===== config.mk =====
export PLATFORM = sky130hd
export DESIGN_NAME = dial_wait_timer_power_save
export DESIGN_NICKNAME = d
export VERILOG_FILES = /design/src/rtl/dwt_pkg.sv /design/src/rtl/dial_wait_timer_power_save.sv /design/src/rtl/dwt_cfg.sv /design/src/rtl/dwt_core.sv
export SDC_FILE = /design/constraint.sdc
export NUM_CORES = 1
export LEC_CHECK = 0
export BUFFER_PORTS_ARGS = -buffer_cell sky130_fd_sc_hd__buf_2
export CAP_MARGIN = 0
export CORE_MARGIN = 4
export CORE_UTILIZATION = 53
export DETAILED_ROUTE_END_ITERATION = 8
export PLACE_DENSITY = 0.77
export SYNTH_ARGS = -nofsm -noshare
export SYNTH_HDL_FRONTEND = slang
export SYNTH_SLANG_ARGS = --single-unit

===== constraint.sdc =====
create_clock -name i_clk -period 3.4 [get_ports i_clk]
set_input_delay 0.34 -clock i_clk [delete_from_list [all_inputs] [get_ports i_clk]]
set_output_delay 0.34 -clock i_clk [all_outputs]
set_load 0.1 [all_outputs]

===== src/rtl/dwt_pkg.sv =====
// ----------------------------------------------------------------------------
// dwt_pkg
// Types and constants shared by the dial wait timer modules.
// ----------------------------------------------------------------------------
package dwt_pkg;

    localparam int INTERVAL_W = 17;
    localparam int MINUTE_W   = 11;
    localparam int SECONDS_W  = 18;
    localparam int WD_W       = 17;
    localparam int CFG_IDX_W  = 3;
    localparam int CFG_DATA_W = 17;
    localparam int IN_DATA_W  = 16;
    localparam int OUT_DATA_W = 40;

    localparam logic [INTERVAL_W-1:0] DISCRETE_THRESHOLD = 17'd900;
    localparam logic [INTERVAL_W-1:0] WAIT_FIRST         = 17'd10;
    localparam logic [INTERVAL_W-1:0] WAIT_DEFAULT       = 17'd60;
    localparam logic [INTERVAL_W-1:0] WAIT_PWRSAVE       = 17'd600;
    localparam logic [WD_W-1:0]       WD_MARGIN          = 17'd300;
    localparam logic [WD_W-1:0]       WD_PWRSAVE         = WAIT_PWRSAVE + WD_MARGIN;

    // configuration register indexes
    localparam logic [CFG_IDX_W-1:0] CFG_DIAL_INTERVAL = 3'd0;
    localparam logic [CFG_IDX_W-1:0] CFG_MONITOR_MODE  = 3'd1;
    localparam logic [CFG_IDX_W-1:0] CFG_PWRSAVE_EN    = 3'd2;
    localparam logic [CFG_IDX_W-1:0] CFG_PWRSAVE_START = 3'd3;
    localparam logic [CFG_IDX_W-1:0] CFG_PWRSAVE_END   = 3'd4;

    typedef enum logic [1:0] {
        ST_IDLE    = 2'd0,
        ST_WAITING = 2'd1,
        ST_SIGNAL  = 2'd2,
        ST_TIMEOUT = 2'd3
    } t_status;

    typedef struct packed {
        logic [INTERVAL_W-1:0] dial_interval;
        logic                  monitor_mode;
        logic                  pwrsave_enable;
        logic [MINUTE_W-1:0]   pwrsave_start_min;
        logic [MINUTE_W-1:0]   pwrsave_end_min;
    } t_cfg;

    typedef struct packed {
        logic                op;
        logic                redial_request;
        logic                frame_ready;
        logic [MINUTE_W-1:0] now_minutes;
    } t_item;

    typedef struct packed {
        t_status                     status;
        logic signed [SECONDS_W-1:0] seconds_to_dial;
        logic                        watchdog_kick;
        logic [WD_W-1:0]             watchdog_seconds;
        logic                        inside_window;
    } t_result;

endpackage


===== src/rtl/dial_wait_timer_power_save.sv =====
// ----------------------------------------------------------------------------
// dial_wait_timer_power_save
// Wake timer that counts down seconds to the next modem dial.
// ----------------------------------------------------------------------------
// One transaction in, one result out. A start transaction (tuser 0) loads the
// wait and kicks the watchdog; a tick transaction (tuser 1) ends the wait on a
// redial request or (outside discrete mode) a ready frame, or counts one second
// down, reloading 600 s inside the power-save window in discrete mode with power
// save on when the count runs out. The block takes a new transaction every cycle
// unless the output stalls; each passes the input register, then the update logic
// into the output register, and the countdown state is updated as it leaves the
// input register. Configuration writes take effect on the next cycle.
module dial_wait_timer_power_save
    import dwt_pkg::*;
(
    input  logic                  i_clk,
    input  logic                  i_rst_n,
    input  logic                  i_cfg_wr_en,
    input  logic [CFG_IDX_W-1:0]  i_cfg_index,
    input  logic [CFG_DATA_W-1:0] i_cfg_data,
    input  logic                  s_axis_tvalid,
    output logic                  s_axis_tready,
    // [0] redial_request, [1] frame_ready, [12:2] now_minutes, [15:13] zero
    input  logic [IN_DATA_W-1:0]  s_axis_tdata,
    // [0] op
    input  logic                  s_axis_tuser,
    output logic                  m_axis_tvalid,
    input  logic                  m_axis_tready,
    // [1:0] status, [19:2] seconds_to_dial, [20] watchdog_kick,
    // [37:21] watchdog_seconds, [38] inside_window, [39] zero
    output logic [OUT_DATA_W-1:0] m_axis_tdata
);

    t_cfg    cfg;
    t_item   r_in;
    logic    r_in_valid;
    t_result res;
    t_result r_out;
    logic    r_out_valid;
    logic    advance;
    logic    fire;
    logic    in_accept;

    assign advance       = !r_out_valid || m_axis_tready;
    assign fire          = r_in_valid && advance;
    assign s_axis_tready = !r_in_valid || advance;
    assign in_accept     = s_axis_tvalid && s_axis_tready;

    dwt_cfg u_cfg (
        .i_clk       (i_clk),
        .i_rst_n     (i_rst_n),
        .i_cfg_wr_en (i_cfg_wr_en),
        .i_cfg_index (i_cfg_index),
        .i_cfg_data  (i_cfg_data),
        .o_cfg       (cfg)
    );

    dwt_core u_core (
        .i_clk    (i_clk),
        .i_rst_n  (i_rst_n),
        .i_fire   (fire),
        .i_item   (r_in),
        .i_cfg    (cfg),
        .o_result (res)
    );

    always_ff @(posedge i_clk) begin
        if (!i_rst_n) begin
            r_in_valid  <= 1'b0;
            r_out_valid <= 1'b0;
        end else begin
            if (in_accept) begin
                r_in_valid <= 1'b1;
            end else if (advance) begin
                r_in_valid <= 1'b0;
            end
            if (fire) begin
                r_out_valid <= 1'b1;
            end else if (m_axis_tready) begin
                r_out_valid <= 1'b0;
            end
        end
    end

    always_ff @(posedge i_clk) begin
        if (in_accept) begin
            r_in.op             <= s_axis_tuser;
            r_in.redial_request <= s_axis_tdata[0];
            r_in.frame_ready    <= s_axis_tdata[1];
            r_in.now_minutes    <= s_axis_tdata[MINUTE_W+1:2];
        end
        if (fire) begin
            r_out <= res;
        end
    end

    assign m_axis_tvalid = r_out_valid;
    assign m_axis_tdata  = {1'b0, r_out.inside_window, r_out.watchdog_seconds,
                            r_out.watchdog_kick, r_out.seconds_to_dial, r_out.status};

endmodule


===== src/rtl/dwt_cfg.sv =====
// ----------------------------------------------------------------------------
// dwt_cfg
// Configuration register file, written through a plain write port.
// ----------------------------------------------------------------------------
module dwt_cfg
    import dwt_pkg::*;
(
    input  logic                  i_clk,
    input  logic                  i_rst_n,
    input  logic                  i_cfg_wr_en,
    input  logic [CFG_IDX_W-1:0]  i_cfg_index,
    input  logic [CFG_DATA_W-1:0] i_cfg_data,
    output t_cfg                  o_cfg
);

    t_cfg r_cfg;

    always_ff @(posedge i_clk) begin
        if (!i_rst_n) begin
            r_cfg <= '0;
        end else if (i_cfg_wr_en) begin
            case (i_cfg_index)
                CFG_DIAL_INTERVAL: r_cfg.dial_interval     <= i_cfg_data[INTERVAL_W-1:0];
                CFG_MONITOR_MODE:  r_cfg.monitor_mode      <= i_cfg_data[0];
                CFG_PWRSAVE_EN:    r_cfg.pwrsave_enable    <= i_cfg_data[0];
                CFG_PWRSAVE_START: r_cfg.pwrsave_start_min <= i_cfg_data[MINUTE_W-1:0];
                CFG_PWRSAVE_END:   r_cfg.pwrsave_end_min   <= i_cfg_data[MINUTE_W-1:0];
                default: ;
            endcase
        end
    end

    assign o_cfg = r_cfg;

endmodule


===== src/rtl/dwt_core.sv =====
// ----------------------------------------------------------------------------
// dwt_core
// Countdown state and the per-transaction update: wait choice, dial signals,
// power-save window check and watchdog value.
// ----------------------------------------------------------------------------
module dwt_core
    import dwt_pkg::*;
(
    input  logic    i_clk,
    input  logic    i_rst_n,
    input  logic    i_fire,
    input  t_item   i_item,
    input  t_cfg    i_cfg,
    output t_result o_result
);

    // remaining is at least one while a wait runs, so it stays unsigned here
    logic [INTERVAL_W-1:0] r_remaining, n_remaining;
    logic                  r_first, n_first;
    logic                  r_active, n_active;

    logic                  discrete;
    logic                  win_hit;
    logic [INTERVAL_W-1:0] wait_sel;
    logic [INTERVAL_W:0]   wd_sum;
    logic [INTERVAL_W-1:0] dec;
    t_result               res;

    assign discrete = i_cfg.dial_interval > DISCRETE_THRESHOLD;

    // window may wrap past midnight; empty when start equals end
    always_comb begin
        if (i_cfg.pwrsave_start_min < i_cfg.pwrsave_end_min) begin
            win_hit = (i_item.now_minutes > i_cfg.pwrsave_start_min) &&
                      (i_item.now_minutes <= i_cfg.pwrsave_end_min);
        end else if (i_cfg.pwrsave_end_min < i_cfg.pwrsave_start_min) begin
            win_hit = (i_item.now_minutes <= i_cfg.pwrsave_end_min) ||
                      (i_item.now_minutes > i_cfg.pwrsave_start_min);
        end else begin
            win_hit = 1'b0;
        end
    end

    always_comb begin
        if (r_first) begin
            wait_sel = WAIT_FIRST;
        end else if (i_cfg.monitor_mode) begin
            wait_sel = WAIT_DEFAULT;
        end else if (discrete) begin
            wait_sel = i_cfg.dial_interval;
        end else begin
            wait_sel = WAIT_DEFAULT;
        end
    end

    assign wd_sum = {1'b0, wait_sel} + {1'b0, WD_MARGIN};
    assign dec    = r_remaining - 1'b1;

    always_comb begin
        n_remaining          = r_remaining;
        n_first              = r_first;
        n_active             = r_active;
        res.status           = ST_IDLE;
        res.watchdog_kick    = 1'b0;
        res.watchdog_seconds = '0;
        res.inside_window    = 1'b0;
        if (!i_item.op) begin
            n_remaining          = wait_sel - 1'b1;
            n_first              = 1'b0;
            n_active             = 1'b1;
            res.status           = ST_WAITING;
            res.watchdog_kick    = 1'b1;
            res.watchdog_seconds = wd_sum[INTERVAL_W] ? '1 : wd_sum[WD_W-1:0];
        end else if (!r_active) begin
            res.status = ST_IDLE;
        end else if (i_item.redial_request || (i_item.frame_ready && !discrete)) begin
            res.status = ST_SIGNAL;
            n_active   = 1'b0;
        end else if (dec != '0) begin
            n_remaining = dec;
            res.status  = ST_WAITING;
        end else if (discrete && i_cfg.pwrsave_enable && win_hit) begin
            n_remaining          = WAIT_PWRSAVE - 1'b1;
            res.status           = ST_WAITING;
            res.watchdog_kick    = 1'b1;
            res.watchdog_seconds = WD_PWRSAVE;
            res.inside_window    = 1'b1;
        end else begin
            res.status = ST_TIMEOUT;
            n_active   = 1'b0;
        end
        res.seconds_to_dial = n_active ? $signed({1'b0, n_remaining}) : '1;
    end

    assign o_result = res;

    always_ff @(posedge i_clk) begin
        if (!i_rst_n) begin
            r_first  <= 1'b1;
            r_active <= 1'b0;
        end else if (i_fire) begin
            r_first  <= n_first;
            r_active <= n_active;
        end
    end

    always_ff @(posedge i_clk) begin
        if (i_fire) begin
            r_remaining <= n_remaining;
        end
    end

endmodule


Yosys cells after proc, flatten, opt, wreduce, memory -nomap -nowiden --
Cells that the tools add are included.
Storage, ports and cells: input port bits 42, register bits after elaboration 115, logic and storage cells 90, output and inout bits 42
Cells by class: add/sub/neg operators 3, mux-type cells 30, equality and inequality tests 4, order comparisons 5, bitwise operators 2, reduce and logical (&&, ||, !) cells 25
Operator list (count):
- $mux W17 | 10
- $mux W19 | 4
- $sub A17 B1 Y17 const B | 2
- $lt A11 B11 Y1 | 2
- $add A17 B9 Y18 const B | 1
- $mux W18 | 1
- $gt A17 B10 Y1 const B | 1
- $reduce_bool A17 Y1 | 1
- $reduce_and A2 Y1 | 7
- $mux W1 | 12
- $gt A11 B11 Y1 | 1
- $le A11 B11 Y1 | 1
- $eq A3 B2 Y1 const B | 2
- $logic_and A1 B1 Y1 | 6
- $mux W2 | 3
- $logic_or A1 B1 Y1 | 4
- $reduce_bool A2 Y1 | 2
- $reduce_or A4 Y1 | 1
- $eq A3 B1 Y1 const B | 1
- $eq A3 B3 Y1 const B | 1
- $logic_not A1 Y1 | 3
- $logic_not A3 Y1 | 1
- $not A1 Y1 | 2

Logic depth before layout (Yosys ltp) --
depth after elaboration 11, mapped depth 14, gate-level depth less buffers 13

By module --
From an unflattened synthesis, not the netlist that was laid out.
Unflattened totals: cell total of the unflattened synthesis 719, area, all modules 6989.2 µm²
By module, submodules not included:
- dwt_core | cells each 500, times used 1, seq. area each 550.5 µm², area an instance 3712.3 µm²
- dial_wait_timer_power_save | cells each 64, times used 1, seq. area each 1631.6 µm², area an instance 1706.6 µm²
- dwt_cfg | cells each 155, times used 1, seq. area each 820.8 µm², area an instance 1570.3 µm²

Least setup slack after synthesis --
Ideal clock, no wire load.
path type flip-flop to flip-flop, start register r_out_valid (netlist: m_axis_tvalid), end register u_core.r_active, path buffers 0, arrival time 4.051 ns, library setup time 0.121 ns, clock period less this slack 4.172 ns, cell stages (with the launch flop) 5, setup slack -0.772 ns, required time 3.279 ns, cells stage by stage dfxtp_1 > nor2b_1 > nor2b_1 > nand4_1 > o2111a_1
Between the ends: word-level cells in the longest chain between the ends 3
Ends and longest elaborated chain:
- start: declaration | line dial_wait_timer_power_save.sv:39 | logic r_out_valid;
- start signal: assignment | line dial_wait_timer_power_save.sv:70 | r_out_valid <= 1'b0;
- start signal: assignment | line dial_wait_timer_power_save.sv:78 | r_out_valid <= 1'b1;
- start signal: assignment | line dial_wait_timer_power_save.sv:80 | r_out_valid <= 1'b0;
- $logic_not A1 Y1 | line dial_wait_timer_power_save.sv:44 | assign advance = !r_out_valid || m_axis_tready;
- $logic_or A1 B1 Y1 | line dial_wait_timer_power_save.sv:44
- $logic_and A1 B1 Y1 | line dial_wait_timer_power_save.sv:45 | assign fire = r_in_valid && advance;
- via fire | line dial_wait_timer_power_save.sv:41 | logic fire;
- end signal: assignment | line dwt_core.sv:103 | r_active <= n_active;
- end: declaration | line dwt_core.sv:20 | logic r_active, n_active;
The timed path passes the listed nets, and every way through them passes these cells. A chain may end at the register's enable or synchronous reset.

Worst setup path in the final report --
start register u_cfg.r_cfg, in the netlist u_cfg.o_cfg[36], end register r_out, in the netlist m_axis_tdata[18] (data pin)
Between the ends: word-level cells in the longest chain between the ends 8, elaborated cells between the ends (all ways) 20, those cells by class add/sub: 1; order compare: 1; mux: 13; reduce/logical: 5
Ends and longest elaborated chain:
- start: declaration | line dwt_cfg.sv:16 | t_cfg r_cfg;
- parallel branches: the longest is 8 deep, another holds $gt A17 B10 Y1
- end signal: assignment | line dial_wait_timer_power_save.sv:93 | r_out <= res;
- end: declaration | line dial_wait_timer_power_save.sv:38 | t_result r_out;
Several ways; the timed one is not identified.

==> impl_metrics.tcl <==
set metrics [dict create \
    hold-path-cell-count 1 \
    regArea_sq_um 3000 \
    syn_inst 703 \
    grt_first_pass_wirelength_mm 28.4 \
    final_nets 890 \
    fin_crit_ns 3.28 \
    synth_edf_count 70 \
    ios 84 \
    hold_viol 0 \
    placed_cell_area_sq_um 7470 \
    place_congestion 0.939 \
    ant_nets 0 \
    critPathKind "reg2reg" \
    timing.final.crit_share_pct 96.5 \
    antenna_found_initial 0 \
    fin_setup_tns_ns 0 \
    initial_core_util_pct 55.0 \
    maxCapViolations 0 \
    syn2layout_area_growth_pct 21.3 \
    multi_input_area_sq_um 3440 \
    cp-end-kind "register" \
    worst-path-max-fanout 3 \
    startpoint_type "register" \
    final.setup_skew_ns 0.00900 \
    cts_buffers 17 \
    dieArea_sq_um 14500 \
    fmax_ghz 0.305 \
    p_per_area_nw_per_um2 471 \
    cts_buffer_depth 2 \
    wl_mm 17.5 \
    port_buffers 79 \
    slew_headroom_pct 50.2 \
    post-place-ws_ns -0.00465 \
    fin_area_sq_um 8120 \
    outcome "finished, final reports clean" \
    clock_latency_ns 0.42 \
    report.final.slew_viol_count 0 \
    syn-num-nets 783 \
    synth_warnings 0 \
    path_clk_slew_ns 0.06 \
    cts_max_level 4 \
    setup_viol 0 \
    cts_tree "yes" \
    hp-class "in2reg" \
    route.detailed.drc 0 \
    crit_arrival_ns 3.45 \
    reg2reg_slack_ns 0.12 \
    gr-usage-all-layers_pct 24.9 \
    yosysSeqAreaShare_pct 44.9 \
    routed-via-count 5799 \
    ir_drop_v 0.000279 \
    die_height_microns 120 \
    drt_iter0_drc 462 \
    drive_above_1_share_pct 23.3 \
    die_w_microns 120 \
    synth_area_sq_um 6690 \
    n_fill_cell 966 \
    rows 40 \
    insertedDiodeCount 0 \
    grt_pass1_vias 5625 \
    place_hpwl_mm 13.0 \
    setup_slack_ns 0.120 \
    clockRootBuffer "clkbuf_16" \
    wl_per_cell_microns 17.6 \
    ys_types 80 \
    grt_max_degree 46 \
    synth-main-ff-cell "edfxtp_1" \
    power_leakage_uw 0.00307 \
    core-area_sq_um 12200 \
    rsz0062_at_grt "true" \
    ff2ff_path_depth 13 \
    ys_ff_latch 115 \
    cts_sinks 115 \
    avgSynthCellArea_sq_um 9.52 \
    tightest_slew_ns 0.745 \
    drt_first_pass_iters 6 \
    cp.required_ns 3.57 \
    async_flop_share_pct 0 \
    overflow 0 \
    routed_via_density 5.85 \
]
## layout make-up
class,instances,area share (%)
tap,168,2.59
sequential,115,37.0
timing repair buffer,124,9.18
clock buffer,24,6.46
inverter,41,1.90
clock inverter,8,0.539
multi-input combinational,511,42.3
## where the power goes
| group | total (uW) | switching (uW) | internal (uW) |
|---|---|---|---|
| clock network | 1680 | 614 | 1070 |
| logic | 554 | 387 | 167 |
| registers | 1580 | 38.5 | 1550 |
| total | 3820 | 1040 | 2780 |
## kinds of logic after synthesis
kind of cell    after synthesis  share of synthesized area, %
simple gates                259                          19.0
compound gates              181                          19.9
flops                       115                          44.9
buf+inv                      77                          4.75
fa+ha+maj                    38                          7.10
xor+xnor                     27                          3.53
mux                           5                         0.767
other cells                   1                        0.0560
## sequential cells by signal (all words and copies together) (netlist names)
name	flops
u_core.r_active	1
u_core.r_first	1
m_axis_tdata	39
r_in_valid	1
u_core.r_remaining	17
r_in	14
m_axis_tvalid	1
u_cfg.o_cfg	41
## synth_stat cells, types with 10 or more instances
| library cell | number | share of area [%] |
|---|---|---|
| nand2_1 | 117 | 6.6 |
| edfxtp_1 | 70 | 31 |
| dfxtp_1 | 45 | 13 |
| a21boi_0 | 44 | 4.9 |
| inv_1 | 39 | 2.2 |
| ha_1 | 38 | 7.1 |
| a21oi_1 | 33 | 2.5 |
| nor2_1 | 32 | 1.8 |
| clkbuf_1 | 27 | 1.5 |
| nor3_1 | 21 | 1.6 |
| nand3_1 | 17 | 1.3 |
| o21ai_0 | 17 | 1.3 |
| xnor2_1 | 14 | 1.8 |
| xor2_1 | 13 | 1.7 |
| o211ai_1 | 11 | 1.2 |
| nand4_1 | 10 | 0.93 |
| nor2b_1 | 10 | 0.93 |
## worst max-delay path, cell delays in order (launching register included)
cell and delay, ns:
dfxtp_1 0.30, or4_4 0.57, or4_4 0.44, o21ai_2 0.14, o21a_1 0.16, inv_1 0.07
ha_1 0.20, buf_4 0.15, nand2_2 0.07, buf_4 0.12, nor2_2 0.05, nor4_2 0.29
o32ai_2 0.16, or2_2 0.31
## layer usage
metal  routed length, microns  part of all wire, %  up-vias  GRT usage [%]
met2                     8670                   50      244           41.6
met3                     1150                  6.6       42           5.71
met5                        0                    0        -              0
met4                      563                  3.2        0           12.0
met1                     7080                   41     2731           30.4
li1                         -                    -     2782              -
## cells in the final DEF, fill, tap and decap left out, types with 4 or more instances in the layout
cell type,n
edfxtp_1,70
or2_2,4
a211oi_1,6
a21boi_0,44
clkinv_2,5
a21oi_1,29
nand3_1,17
and3_1,5
clkbuf_16,19
ha_1,36
o311ai_0,4
mux2i_1,4
buf_4,44
a31oi_1,5
nand3b_1,6
xnor2_1,14
dfxtp_1,45
inv_1,39
xor2_1,13
nor3_1,21
buf_2,79
nand2_1,116
a21oi_2,5
o21a_1,9
nor2_1,31
a21o_1,9
o21ai_0,16
o211ai_1,11
nor2b_1,9
or3_1,7
nand4_1,10
## stage by stage
stage / power (uW) / hold slack (ns) / utilization [%] / cells
floorplan: 2000 / 0.439 / - / 703
global placement: 2130 / 0.455 / 61.4 / 956
detailed placement: 2150 / 0.462 / 61.4 / 956
CTS: 3830 / 0.0756 / 66.1 / 988
global route: 3970 / 0.0763 / 66.8 / 991
finish: 3820 / 0.0935 / 66.8 / 991
## final timing paths
| check | startpoint | endpoint |
|---|---|---|
| setup / recovery | u_cfg.o_cfg[36] | m_axis_tdata[18] |
| hold / removal | s_axis_tdata[6] | r_in[4] |
| setup reg to reg | u_cfg.o_cfg[36] | m_axis_tdata[18] |
| hold reg to reg | u_cfg.o_cfg[21] | u_cfg.o_cfg[21] |
## timing repair
action | 4_1_cts | 5_1_grt
pin swaps | 0 | 3
endpoints found under the setup margin | 1 | 20
buffers inserted | 0 | 3
hold buffers | 0 | 0
cloned | 0 | 0
gates resized for setup | 1 | 14
Note: power is estimated with default switching activity, not from simulation.
